[config.mk]
export PLATFORM = sky130hd
export DESIGN_NAME = motor_assist_request_scheduler
export DESIGN_NICKNAME = d
export VERILOG_FILES = /design/src/sv/masr_pkg.sv /design/src/sv/masr_calc.sv /design/src/sv/motor_assist_request_scheduler.sv
export SDC_FILE = /design/constraint.sdc
export NUM_CORES = 1
export LEC_CHECK = 0
export BUFFER_PORTS_ARGS = -buffer_cell sky130_fd_sc_hd__buf_2
export CAP_MARGIN = 20
export CORE_ASPECT_RATIO = 1.2
export CORE_MARGIN = 2
export CORE_UTILIZATION = 50
export DETAILED_ROUTE_END_ITERATION = 16
export HOLD_SLACK_MARGIN = 0.1
export PLACE_DENSITY = 0.83
export SYNTH_ARGS = -nofsm -noshare
export SYNTH_HDL_FRONTEND = slang
export SYNTH_SLANG_ARGS = --single-unit
[constraint.sdc]
create_clock -name clk -period 4.85 [get_ports clk]
set_input_delay 0 -clock clk [delete_from_list [all_inputs] [get_ports clk]]
set_output_delay 0 -clock clk [all_outputs]
set_load 0.01 [all_outputs]
[src/sv/masr_pkg.sv]
// Shared constants, types and lookup functions for the motor assist request scheduler.
package masr_pkg;

    // Flag bits of the command flags byte.
    localparam logic [7:0] FLAG_LIGHT = 8'h80;
    localparam logic [7:0] FLAG_WALK  = 8'h20;
    localparam logic [7:0] FLAG_OVER  = 8'h01;

    // Reset value of the gear count register.
    localparam logic [7:0] GEAR_COUNT_RESET = 8'd5;

    // Number of supported level counts and duty table row length.
    localparam int NUM_LEVELS = 5;
    localparam int ROW_LEN    = 11;

    typedef logic [2:0] level_sel_t;
    typedef logic [3:0] duty_idx_t;
    typedef logic [7:0] duty_row_t [ROW_LEN];

    // Command contents derived from one transaction.
    typedef struct packed {
        logic [7:0] assist;
        logic [7:0] flags;
    } cmd_t;

    // Supported level counts, in ascending order.
    localparam logic [3:0] LEVEL_OPTS [NUM_LEVELS] = '{4'd1, 4'd3, 4'd5, 4'd6, 4'd9};

    // Duty bytes per level count; the entry after the top gear is walk assist.
    localparam duty_row_t DUTY_TAB [NUM_LEVELS] = '{
        '{8'h00, 8'h66, 8'h32, 8'h00, 8'h00, 8'h00, 8'h00, 8'h00, 8'h00, 8'h00, 8'h00},
        '{8'h00, 8'h66, 8'h8C, 8'hB3, 8'h32, 8'h00, 8'h00, 8'h00, 8'h00, 8'h00, 8'h00},
        '{8'h00, 8'h66, 8'h8C, 8'hB3, 8'hD9, 8'hFF, 8'h32, 8'h00, 8'h00, 8'h00, 8'h00},
        '{8'h00, 8'h66, 8'h84, 8'hA2, 8'hC0, 8'hDE, 8'hFF, 8'h32, 8'h00, 8'h00, 8'h00},
        '{8'h00, 8'h66, 8'h79, 8'h89, 8'h9C, 8'hAF, 8'hC2, 8'hD5, 8'hE8, 8'hFF, 8'h32}
    };

    // Snap a configured gear count to the nearest supported count; ties go up.
    function automatic level_sel_t snap_level(input logic [7:0] count);
        level_sel_t sel;
        if (count <= 8'd1) begin
            sel = 3'd0;
        end else if (count <= 8'd3) begin
            sel = 3'd1;
        end else if (count <= 8'd5) begin
            sel = 3'd2;
        end else if (count <= 8'd7) begin
            sel = 3'd3;
        end else begin
            sel = 3'd4;
        end
        return sel;
    endfunction

    // Look up one duty byte; codes outside the table read as zero.
    function automatic logic [7:0] duty_lookup(input level_sel_t sel, input duty_idx_t idx);
        logic [7:0] val;
        val = 8'h00;
        if ((sel < 3'(NUM_LEVELS)) && (idx < 4'(ROW_LEN))) begin
            val = DUTY_TAB[sel][idx];
        end
        return val;
    endfunction

endpackage

[src/sv/masr_calc.sv]
// Combinational assist byte and flags byte computation for one transaction.
module masr_calc (
    input  masr_pkg::level_sel_t level_sel,
    input  logic [7:0]           active_gear,
    input  logic                 headlight_on,
    input  logic                 walk_active,
    input  logic [15:0]          road_speed,
    input  logic [15:0]          speed_cap,
    output masr_pkg::cmd_t       cmd
);

    logic [3:0]          max_gear;
    masr_pkg::duty_idx_t idx;
    logic                over;

    // Clamp the gear to 1..max, or pick the walk entry.
    always_comb
    begin
        max_gear = masr_pkg::LEVEL_OPTS[level_sel];
        if (walk_active) begin
            idx = max_gear + 4'd1;
        end else if (active_gear == 8'd0) begin
            idx = 4'd1;
        end else if (active_gear > {4'd0, max_gear}) begin
            idx = max_gear;
        end else begin
            idx = active_gear[3:0];
        end
    end

    // Over-speed only counts when a cap is set.
    assign over = (speed_cap != 16'd0) && (road_speed > speed_cap);

    // Assemble the command contents.
    always_comb
    begin
        cmd.assist = masr_pkg::duty_lookup(level_sel, idx);
        cmd.flags  = (headlight_on ? masr_pkg::FLAG_LIGHT : 8'h00)
                   | (walk_active  ? masr_pkg::FLAG_WALK  : 8'h00)
                   | (over         ? masr_pkg::FLAG_OVER  : 8'h00);
    end

endmodule

[src/sv/motor_assist_request_scheduler.sv]
// Top level of the motor assist request scheduler.
//
// Input channel (in_valid/in_ready) carries one transaction per item: func 0
// is a request check that may mark a command pending, func 1 is a send tick
// that emits the pending command. Every transaction yields exactly one result
// on the output channel (out_valid/out_ready); send_valid tells whether the
// result carries a command, otherwise all command fields are zero.
// The gear count register is written through cfg_we/cfg_data and is snapped
// to a supported level count as it is written.
// Each accepted transaction passes through the input register into the result
// register. Throughput: one transaction per cycle while the receiver does not
// stall, set by the compare and table lookup logic between the two registers.
// When the receiver stalls, the result register holds, the input register
// fills next, and in_ready drops only when both are occupied.
// Reset clears both pipeline valid bits, the pending marks and the last-sent
// record, and loads a gear count of five.
module motor_assist_request_scheduler (
    input  logic        clk,
    input  logic        rst_n,
    input  logic        cfg_we,
    input  logic [7:0]  cfg_data,
    input  logic        in_valid,
    output logic        in_ready,
    input  logic        func,
    input  logic        force_req,
    input  logic [7:0]  active_gear,
    input  logic        headlight_on,
    input  logic        walk_active,
    input  logic [15:0] road_speed,
    input  logic [15:0] speed_cap,
    output logic        out_valid,
    input  logic        out_ready,
    output logic        send_valid,
    output logic [7:0]  assist_code,
    output logic        light_bit,
    output logic        walk_bit,
    output logic        over_speed_bit
);

    masr_pkg::level_sel_t level_sel_reg;

    // Input register.
    logic        s1_valid_reg;
    logic        s1_func_reg;
    logic        s1_force_reg;
    logic [7:0]  s1_gear_reg;
    logic        s1_light_reg;
    logic        s1_walk_reg;
    logic [15:0] s1_speed_reg;
    logic [15:0] s1_cap_reg;

    // Scheduler state.
    logic       send_pending_reg;
    logic       force_pending_reg;
    logic [7:0] last_assist_reg;
    logic [7:0] last_flags_reg;

    // Result register.
    logic       out_valid_reg;
    logic       send_valid_reg;
    logic [7:0] assist_code_reg;
    logic       light_bit_reg;
    logic       walk_bit_reg;
    logic       over_bit_reg;

    masr_pkg::cmd_t cmd;
    logic           advance;
    logic           in_accept;
    logic           changed;
    logic           do_send;

    assign advance   = s1_valid_reg && (!out_valid_reg || out_ready);
    assign in_ready  = !s1_valid_reg || advance;
    assign in_accept = in_valid && in_ready;

    // Gear count register, stored as its snapped level selection.
    always_ff @(posedge clk or negedge rst_n)
    begin
        if (!rst_n) begin
            level_sel_reg <= masr_pkg::snap_level(masr_pkg::GEAR_COUNT_RESET);
        end else if (cfg_we) begin
            level_sel_reg <= masr_pkg::snap_level(cfg_data);
        end
    end

    // Input register valid bit.
    always_ff @(posedge clk or negedge rst_n)
    begin
        if (!rst_n) begin
            s1_valid_reg <= 1'b0;
        end else if (in_ready) begin
            s1_valid_reg <= in_valid;
        end
    end

    // Input register payload.
    always_ff @(posedge clk)
    begin
        if (in_accept) begin
            s1_func_reg  <= func;
            s1_force_reg <= force_req;
            s1_gear_reg  <= active_gear;
            s1_light_reg <= headlight_on;
            s1_walk_reg  <= walk_active;
            s1_speed_reg <= road_speed;
            s1_cap_reg   <= speed_cap;
        end
    end

    masr_calc u_calc (
        .level_sel    (level_sel_reg),
        .active_gear  (s1_gear_reg),
        .headlight_on (s1_light_reg),
        .walk_active  (s1_walk_reg),
        .road_speed   (s1_speed_reg),
        .speed_cap    (s1_cap_reg),
        .cmd          (cmd)
    );

    assign changed = (cmd.assist != last_assist_reg) || (cmd.flags != last_flags_reg);
    assign do_send = s1_func_reg && (send_pending_reg || force_pending_reg);

    // Pending marks and the record of the last command sent.
    always_ff @(posedge clk or negedge rst_n)
    begin
        if (!rst_n) begin
            send_pending_reg  <= 1'b0;
            force_pending_reg <= 1'b0;
            last_assist_reg   <= 8'h00;
            last_flags_reg    <= 8'h00;
        end else if (advance) begin
            if (!s1_func_reg) begin
                if (s1_force_reg || changed) begin
                    send_pending_reg <= 1'b1;
                end
                if (s1_force_reg) begin
                    force_pending_reg <= 1'b1;
                end
            end else if (do_send) begin
                send_pending_reg  <= 1'b0;
                force_pending_reg <= 1'b0;
                last_assist_reg   <= cmd.assist;
                last_flags_reg    <= cmd.flags;
            end
        end
    end

    // Result register valid bit.
    always_ff @(posedge clk or negedge rst_n)
    begin
        if (!rst_n) begin
            out_valid_reg <= 1'b0;
        end else if (!out_valid_reg || out_ready) begin
            out_valid_reg <= s1_valid_reg;
        end
    end

    // Result register payload; fields are zero when no command is sent.
    always_ff @(posedge clk)
    begin
        if (advance) begin
            send_valid_reg  <= do_send;
            assist_code_reg <= do_send ? cmd.assist : 8'h00;
            light_bit_reg   <= do_send && s1_light_reg;
            walk_bit_reg    <= do_send && ((cmd.flags & masr_pkg::FLAG_WALK) != 8'h00);
            over_bit_reg    <= do_send && ((cmd.flags & masr_pkg::FLAG_OVER) != 8'h00);
        end
    end

    assign out_valid      = out_valid_reg;
    assign send_valid     = send_valid_reg;
    assign assist_code    = assist_code_reg;
    assign light_bit      = light_bit_reg;
    assign walk_bit       = walk_bit_reg;
    assign over_speed_bit = over_bit_reg;

    // A forced request always leaves a send pending as well.
    a_force_implies_pending: assert property (@(posedge clk) disable iff (!rst_n)
        force_pending_reg |-> send_pending_reg)
        else $error("force pending without send pending");

    // A tick that sends clears both pending marks.
    a_send_clears_pending: assert property (@(posedge clk) disable iff (!rst_n)
        (advance && do_send) |=> (!send_pending_reg && !force_pending_reg))
        else $error("pending marks survived a send");

    // A result without a command carries all-zero fields.
    a_idle_result_zero: assert property (@(posedge clk) disable iff (!rst_n)
        (out_valid && !send_valid) |->
            (assist_code == 8'h00 && !light_bit && !walk_bit && !over_speed_bit))
        else $error("non-send result carries command fields");

    // Input backpressure only when both pipeline registers are full and stalled.
    a_ready_only_when_full: assert property (@(posedge clk) disable iff (!rst_n)
        !in_ready |-> (s1_valid_reg && out_valid_reg && !out_ready))
        else $error("input stalled with room in the pipeline");

endmodule
==> results of run 1 <==
==> routing by layer <==
layer,track usage,part of all wire,wire length (um)
met5,0,0,0
met4,0.1451,0.050,568
met3,0.05371,0.052,586
met2,0.4627,0.52,5955
met1,0.2856,0.37,4245
==> worst register-to-register path: stages (launching register included) <==
cell and delay, ps:
sky130_fd_sc_hd__dfstp_2 640, sky130_fd_sc_hd__ha_1 270, sky130_fd_sc_hd__nor2b_1 300, sky130_fd_sc_hd__inv_1 150, sky130_fd_sc_hd__ha_1 320, sky130_fd_sc_hd__and4_4 200, sky130_fd_sc_hd__or2_1 320, sky130_fd_sc_hd__and3_4 270
sky130_fd_sc_hd__a221oi_2 570, sky130_fd_sc_hd__a2111oi_4 170, sky130_fd_sc_hd__o31ai_1 420, sky130_fd_sc_hd__o32ai_1 160, sky130_fd_sc_hd__a211o_1 240, sky130_fd_sc_hd__nor4_1 280, sky130_fd_sc_hd__a41oi_1 140
==> report_power, final <==
part / leakage, nW / total (mW) / switching [mW] / internal, mW
Sequential: 0.758 / 0.820 / 0.0563 / 0.764
Clock: 0.111 / 0.522 / 0.219 / 0.302
Combinational: 1.41 / 0.300 / 0.157 / 0.142
==> cells by family (layout without fill, tap and decap cells) <==
group / after synthesis / in the layout / share of synthesized area
buffers and inverters: 44 / 180 / 0.04496
and+or+nand+nor: 126 / 126 / 0.1535
DFF: 74 / 74 / 0.5043
adders and majority gates: 26 / 26 / 0.07690
xor gates and xnor gates: 5 / 5 / 0.01035
muxes: 7 / 7 / 0.01745
AOI/OAI and AO/OA: 116 / 116 / 0.1926
==> synthesized netlist by cell type, types with 6 or more instances <==
cell type	n
sky130_fd_sc_hd__edfxtp_1	56
sky130_fd_sc_hd__o21ai_0	29
sky130_fd_sc_hd__dfrtp_1	17
sky130_fd_sc_hd__ha_1	26
sky130_fd_sc_hd__nand3_1	11
sky130_fd_sc_hd__nor4_1	7
sky130_fd_sc_hd__a21oi_1	26
sky130_fd_sc_hd__nand2_1	36
sky130_fd_sc_hd__clkbuf_1	7
sky130_fd_sc_hd__nor3_1	9
sky130_fd_sc_hd__a211oi_1	6
sky130_fd_sc_hd__inv_1	30
sky130_fd_sc_hd__o2111ai_1	6
sky130_fd_sc_hd__nor2_1	29
==> how the worst min path moves through the flow <==
stage / endpoint / from / slack [ps] / cells after the start
finish: last_assist_reg[4] / rst_n / 130 / 2
global route: last_assist_reg[0] / rst_n / 140 / 2
floorplan: force_pending_reg / rst_n / -300 / 0
global placement: level_sel_reg[2] / rst_n / -30 / 1
detailed placement: level_sel_reg[0] / rst_n / -30 / 1
CTS: last_assist_reg[4] / rst_n / 140 / 2
==> layout make-up <==
| class | instances | area, um2 | area share |
|---|---|---|---|
| timing repair buffer | 133 | 960.9 | 0.1750 |
| inverter | 31 | 116.4 | 0.02119 |
| sequential | 74 | 2133 | 0.3885 |
| clock buffer | 11 | 141.4 | 0.02575 |
| multi-input combinational | 280 | 1919 | 0.3495 |
| clock inverter | 5 | 77.57 | 0.01413 |
| tap | 114 | 142.6 | 0.02597 |
==> what timing repair did <==
action	in CTS	in global routing
gates resized for setup	0	1
setup endpoints to repair	0	1
hold buffers	54	0
hold endpoints to repair	67	0
==> impl_metrics.sql, run 1 <==
INSERT INTO impl_metrics (metric_group, metric, value, unit) VALUES
('yosys', 'synthesis.yosys.warnings', '0', ''),
('clock_tree', 'postCtsSetupBuffers', '0', ''),
('yosys', 'yosys.area.top_type_share', '0.3975', ''),
('critical_path', 'crit_path_category', 'reg2reg', ''),
('clock_tree', 'numClockSinks', '74', ''),
('placed_design', 'routabilityCongestion', '1.010', ''),
('route', 'drt-wirelength-per-cell', '17.52', 'um'),
('route', 'drtPass1Iterations', '4', ''),
('run_status', 'status', 'finished clean', ''),
('yosys', 'syn-mean-instance-area', '10.63', 'um2'),
('floorplanning', 'floorplan.initialDensity', '0.5189', ''),
('grt', 'global_route_wire_length_before_repair', '18200', 'um'),
('yosys', 'synth_cells', '398', ''),
('route', 'drc_errors', '0', ''),
('placed_design', 'post_place_cells', '578', ''),
('placed_design', 'post_dp_cell_area', '4721', 'um2'),
('pwr', 'pwrdens', '298.9', 'nW/um2'),
('clock_tree', 'cts_bufs_inserted', '9', ''),
('final_layout', 'stdcell_count', '648', ''),
('yosys', 'ys_seq_elements', '74', ''),
('timing', 'worst-slew-pin-transition', '972.8', 'ps'),
('yosys', 'post_synth_instance_area', '4230', 'um2'),
('critical_path', 'worst_path_dominant_cell_family', 'compound AO/OA/AOI/OAI gates', ''),
('grt', 'grt_max_degree', '45', ''),
('clock_tree', 'cts_htree_levels', '3', ''),
('grt', 'via_count_of_the_first_global_routing_pass', '3835', ''),
('floorplanning', 'die_height', '104.8', 'um'),
('yosys', 'yosys.area.top_type', 'sky130_fd_sc_hd__edfxtp_1', ''),
('critical_path', 'path_buf_inv', '1', ''),
('clock_tree', 'tritoncts', 'built', ''),
('placed_design', 'dp_hpwl', '7403', 'um'),
('timing', 'min_hold_slack', '125.5', 'ps'),
('pwr', 'irDropWorstVdd', '0.0003204', 'V'),
('floorplanning', 'io_pins', '71', ''),
('final_layout', 'n_antenna_cell', '0', ''),
('timing', 'finalCriticalPeriod', '4586', 'ps'),
('yosys', 'synth-main-ff-cell', 'sky130_fd_sc_hd__edfxtp_1', ''),
('critical_path', 'critPathArrivalTime', '4800', 'ps'),
('critical_path', 'critical_path_peak_fanout', '10', ''),
('grt', 'overflow', '0', ''),
('min_path', 'hold_path.class', 'in2async', ''),
('critical_path', 'regToRegStartpoint', 'level_sel_reg[1]', ''),
('grt', 'antenna_found_initial', '0', ''),
('timing', 'finalCritPeriodShare', '0.9456', ''),
('timing', 'unrepaired_setup_endpoints_after_global_routing', 'false', ''),
('floorplanning', 'rows', '36', ''),
('clock_tree', 'worstSkewPairLatency', '350', 'ps'),
('route', 'routed_via_density', '5.741', ''),
('timing', 'postLayoutSetupSlackWorst', '264.0', 'ps'),
('yosys', 'number_of_enable_flip_flop_cells_after_synthesis', '56', ''),
('yosys', 'synth.lib_cells_used.distinct', '68', ''),
('timing', 'finClkSkew', '6.419', 'ps'),
('critical_path', 'crit_required', '5060', 'ps'),
('yosys', 'seq_area_frac_synth', '0.5043', ''),
('final_layout', 'layout-drive-gt1-share', '0.2097', ''),
('floorplanning', 'fp.dieW', '87.97', 'um'),
('critical_path', 'worst_r2r_dst', 'send_pending_reg', ''),
('clock_tree', 'clk_transition_reported_paths', '70', 'ps'),
('critical_path', 'reg2reg_setup_slack', '260', 'ps'),
('placed_design', 'place_ws', '397.9', 'ps'),
('yosys', 'synth_area_leaders', 'sky130_fd_sc_hd__edfxtp_1 40%, sky130_fd_sc_hd__dfrtp_1 10%, sky130_fd_sc_hd__ha_1 7.7%', ''),
('placed_design', 'io_buffers', '69', ''),
('critical_path', 'timing.critical_path.to_type', 'flip-flop', ''),
('floorplanning', 'core_area', '8153', 'um2'),
('critical_path', 'crit_path_max_incr_delay', '640', 'ps'),
('final_layout', 'most_common_cell_after_layout_fill_and_taps_aside', 'sky130_fd_sc_hd__buf_2', ''),
('critical_path', 'series_of_cell_instances_along_the_critical_path', 'ha_1, nor2b_1, inv_1, ha_1, and4_4, or2_1, and3_4, a221oi_2, a2111oi_4, o31ai_1, o32ai_1, a211o_1, nor4_1, a41oi_1', ''),
('yosys', 'synthesis.nets', '481', ''),
('final_layout', 'postLayoutCellArea', '5492', 'um2'),
('route', 'ant_nets', '0', ''),
('clock_tree', 'clock_tree.root_cell', 'sky130_fd_sc_hd__clkbuf_8', '');
(Power assumes the default switching activity.)
==> run 2: changes to the inputs <==
Settings changed: CORE_ASPECT_RATIO 1.2 to default, PLACE_DENSITY 0.83 to default, PLACE_DENSITY_LB_ADDON from default to 0.2.
==> impl_metrics.sql, run 2 (same netlist as run 1, synthesis figures left out) <==
INSERT INTO impl_metrics (metric_group, metric, value, unit) VALUES
('critical_path', 'path_buf_inv', '1', ''),
('timing', 'finClkSkew', '9.329', 'ps'),
('critical_path', 'critical-path-top-cell-by-count', 'sky130_fd_sc_hd__ha_1', ''),
('timing', 'postLayoutSetupSlackWorst', '364.2', 'ps'),
('clock_tree', 'numClockSinks', '74', ''),
('final_layout', 'most_common_cell_after_layout_fill_and_taps_aside', 'sky130_fd_sc_hd__buf_2', ''),
('placed_design', 'routabilityCongestion', '0.9102', ''),
('clock_tree', 'tritoncts', 'built', ''),
('timing', 'finalCriticalPeriod', '4486', 'ps'),
('critical_path', 'crit_required', '5060', 'ps'),
('critical_path', 'setup.worst_path.start_class', 'flip-flop', ''),
('timing', 'worst-slew-pin-transition', '962.1', 'ps'),
('final_layout', 'area_grow_syn2layout', '29.07', '%'),
('pwr', 'power_switching_share', '0.2732', ''),
('grt', 'grt_util_all_layers', '0.2413', ''),
('final_layout', 'most-common-layout-cells', '69 x sky130_fd_sc_hd__buf_2, 56 x sky130_fd_sc_hd__edfxtp_1, 54 x sky130_fd_sc_hd__dlygate4sd3_1, 36 x sky130_fd_sc_hd__nand2_1, 30 x sky130_fd_sc_hd__inv_1', ''),
('pwr', 'pwr-share-comb', '0.180', ''),
('timing', 'unrepaired_setup_endpoints_after_global_routing', 'false', ''),
('final_layout', 'layout-drive-gt1-share', '0.2090', ''),
('pwr', 'pwrdens', '301.3', 'nW/um2'),
('timing', 'max_freq', '0.2229', 'GHz'),
('placed_design', 'dp_hpwl', '6812', 'um'),
('timing', 'setup_total_negative_slack', '0', 'ps'),
('clock_tree', 'clock_tree.root_cell', 'sky130_fd_sc_hd__clkbuf_8', ''),
('clock_tree', 'worstSkewPairLatency', '350', 'ps'),
('timing', 'finalCritPeriodShare', '0.9249', ''),
('clock_tree', 'clock_tree.buffer_depth', '2', ''),
('pwr', 'power.switching', '449.5', 'uW'),
('critical_path', 'critPathArrivalTime', '4700', 'ps'),
('critical_path', 'worst_path_dominant_cell_family', 'compound AO/OA/AOI/OAI gates', ''),
('critical_path', 'series_of_cell_instances_along_the_critical_path', 'ha_1, nor2b_1, inv_1, ha_1, and4_4, or2_1, and3_4, a221o_2, a311o_1, a21oi_2, o32ai_1, a211o_1, nor4_1, a41oi_1', ''),
('floorplanning', 'io_pins', '71', ''),
('pwr', 'leakage', '2.264', 'nW'),
('route', 'drc_errors', '0', ''),
('clock_tree', 'clk_transition_reported_paths', '80', 'ps'),
('critical_path', 'crit_path_max_incr_delay', '660', 'ps'),
('pwr', 'internal_power', '1.196', 'mW'),
('grt', 'antenna_found_initial', '0', ''),
('clock_tree', 'cts_htree_levels', '3', ''),
('pwr', 'pwr-share-clk', '0.324', ''),
('run_status', 'status', 'finished clean', ''),
('critical_path', 'critical_path_peak_fanout', '15', ''),
('timing', 'report.final.hold_viol_count', '0', ''),
('timing', 'setup_violators_final', '0', ''),
('timing', 'slew_violations', '0', ''),
('route', 'drtPass1Iterations', '5', ''),
('timing', 'worst_slew_margin_rel', '0.3586', ''),
('critical_path', 'timing.critical_path.slowest_stage_cell', 'sky130_fd_sc_hd__dfstp_2', ''),
('floorplanning', 'die_height', '95.98', 'um'),
('route', 'route.final.wire_length', '10470', 'um'),
('pwr', 'seq_power_share', '0.496', ''),
('critical_path', 'timing.critical_path.to_type', 'flip-flop', ''),
('clock_tree', 'postCtsSetupBuffers', '0', ''),
('grt', 'grt_max_degree', '45', ''),
('route', 'routed_via_density', '5.657', ''),
('floorplanning', 'fp.dieW', '95.98', 'um'),
('flow_run', 'max_cap_violations', '0', ''),
('route', 'drt-wirelength-per-cell', '16.47', 'um'),
('floorplanning', 'core_area', '8217', 'um2'),
('placed_design', 'io_buffers', '69', ''),
('final_layout', 'finish.net_count', '609', ''),
('floorplanning', 'design.die.area', '9212', 'um2'),
('grt', 'via_count_of_the_first_global_routing_pass', '3534', ''),
('route', 'ant_nets', '0', ''),
('route', 'first_iter_violations', '204', ''),
('route', 'routed-via-count', '3598', ''),
('pwr', 'irDropWorstVdd', '0.0002205', 'V'),
('final_layout', 'n_antenna_cell', '0', ''),
('floorplanning', 'floorplan.initialDensity', '0.5148', ''),
('clock_tree', 'cts_bufs_inserted', '9', ''),
('min_path', 'hold_path.class', 'in2async', ''),
('critical_path', 'crit_path_category', 'reg2reg', ''),
('grt', 'global_route_wire_length_before_repair', '16790', 'um'),
('grt', 'overflow', '0', ''),
('floorplanning', 'rows', '33', ''),
('placed_design', 'place_ws', '234.7', 'ps');
run 2: cell count changes in the layout (fill, tap and decap cells not counted):
cell,change
sky130_fd_sc_hd__buf_4,-3
sky130_fd_sc_hd__clkbuf_8,-1
sky130_fd_sc_hd__clkinv_1,-1
sky130_fd_sc_hd__clkinvlp_4,+1
sky130_fd_sc_hd__inv_6,+1
sky130_fd_sc_hd__o21ai_0,-1
sky130_fd_sc_hd__o21ai_2,+1
run 2: power by group through the flow:
stage | Clock (mW) | Sequential, mW | Combinational [mW]
after global routing | 0.572 | 0.826 | 0.332
after CTS | 0.537 | 0.815 | 0.291
after detailed placement | 0 | 0.829 | 0.256
final | 0.533 | 0.816 | 0.296
after floorplan | 0 | 0.820 | 0.175
after global placement | 0 | 0.827 | 0.251
run 2: final timing paths:
kind                                  startpoint                to  slack, ps  depth (start not counted)
worst max-delay path            level_sel_reg[1]  send_pending_reg        360                         14
worst min-delay path                       rst_n  level_sel_reg[0]        120                          2
worst max register to register  level_sel_reg[1]  send_pending_reg        360                         14
worst min register to register      s1_valid_reg         out_valid        490                          1
max in group asynchronous                  rst_n  level_sel_reg[1]       4410                          2
min in group clk                   speed_cap[13]    s1_cap_reg[13]        360                          2
run 2: routing by layer:
layer,wire length (um),global-route usage,vias to the layer above
li1,-,-,1763
met5,0,0,-
met2,5424,0.4265,138
met3,549,0.05325,21
met4,220,0.08690,0
met1,4278,0.2873,1676
run 2: metrics by stage:
stage / instance area (um2) / total power [mW] / hold slack [ps] / util / std cells
floorplan: 4230 / 0.9952 / -295.6 / - / 398
global placement: 4687 / 1.078 / -43.09 / 0.5704 / 566
global route: 5460 / 1.730 / 165.3 / 0.6645 / 636
finish: 5460 / 1.645 / 118.0 / 0.6645 / 636
detailed placement: 4687 / 1.085 / -33.57 / 0.5704 / 566
CTS: 5445 / 1.643 / 122.6 / 0.6627 / 636
run 2: cell type report:
type                            instances  area (um2)
Fill cell                             631        2756
Inverter                               31       116.4
Clock buffer                           10       127.6
Sequential cell                        74        2133
Timing Repair Buffer                  130       938.4
Tap cell                              105       131.4
Clock inverter                          6       90.09
Multi-Input combinational cell        280        1923
run 2: repair_timing:
action	CTS	global route
gates resized for setup	0	3
endpoints found under the hold margin	67	0
setup endpoints to repair	0	2
hold buffers	54	0
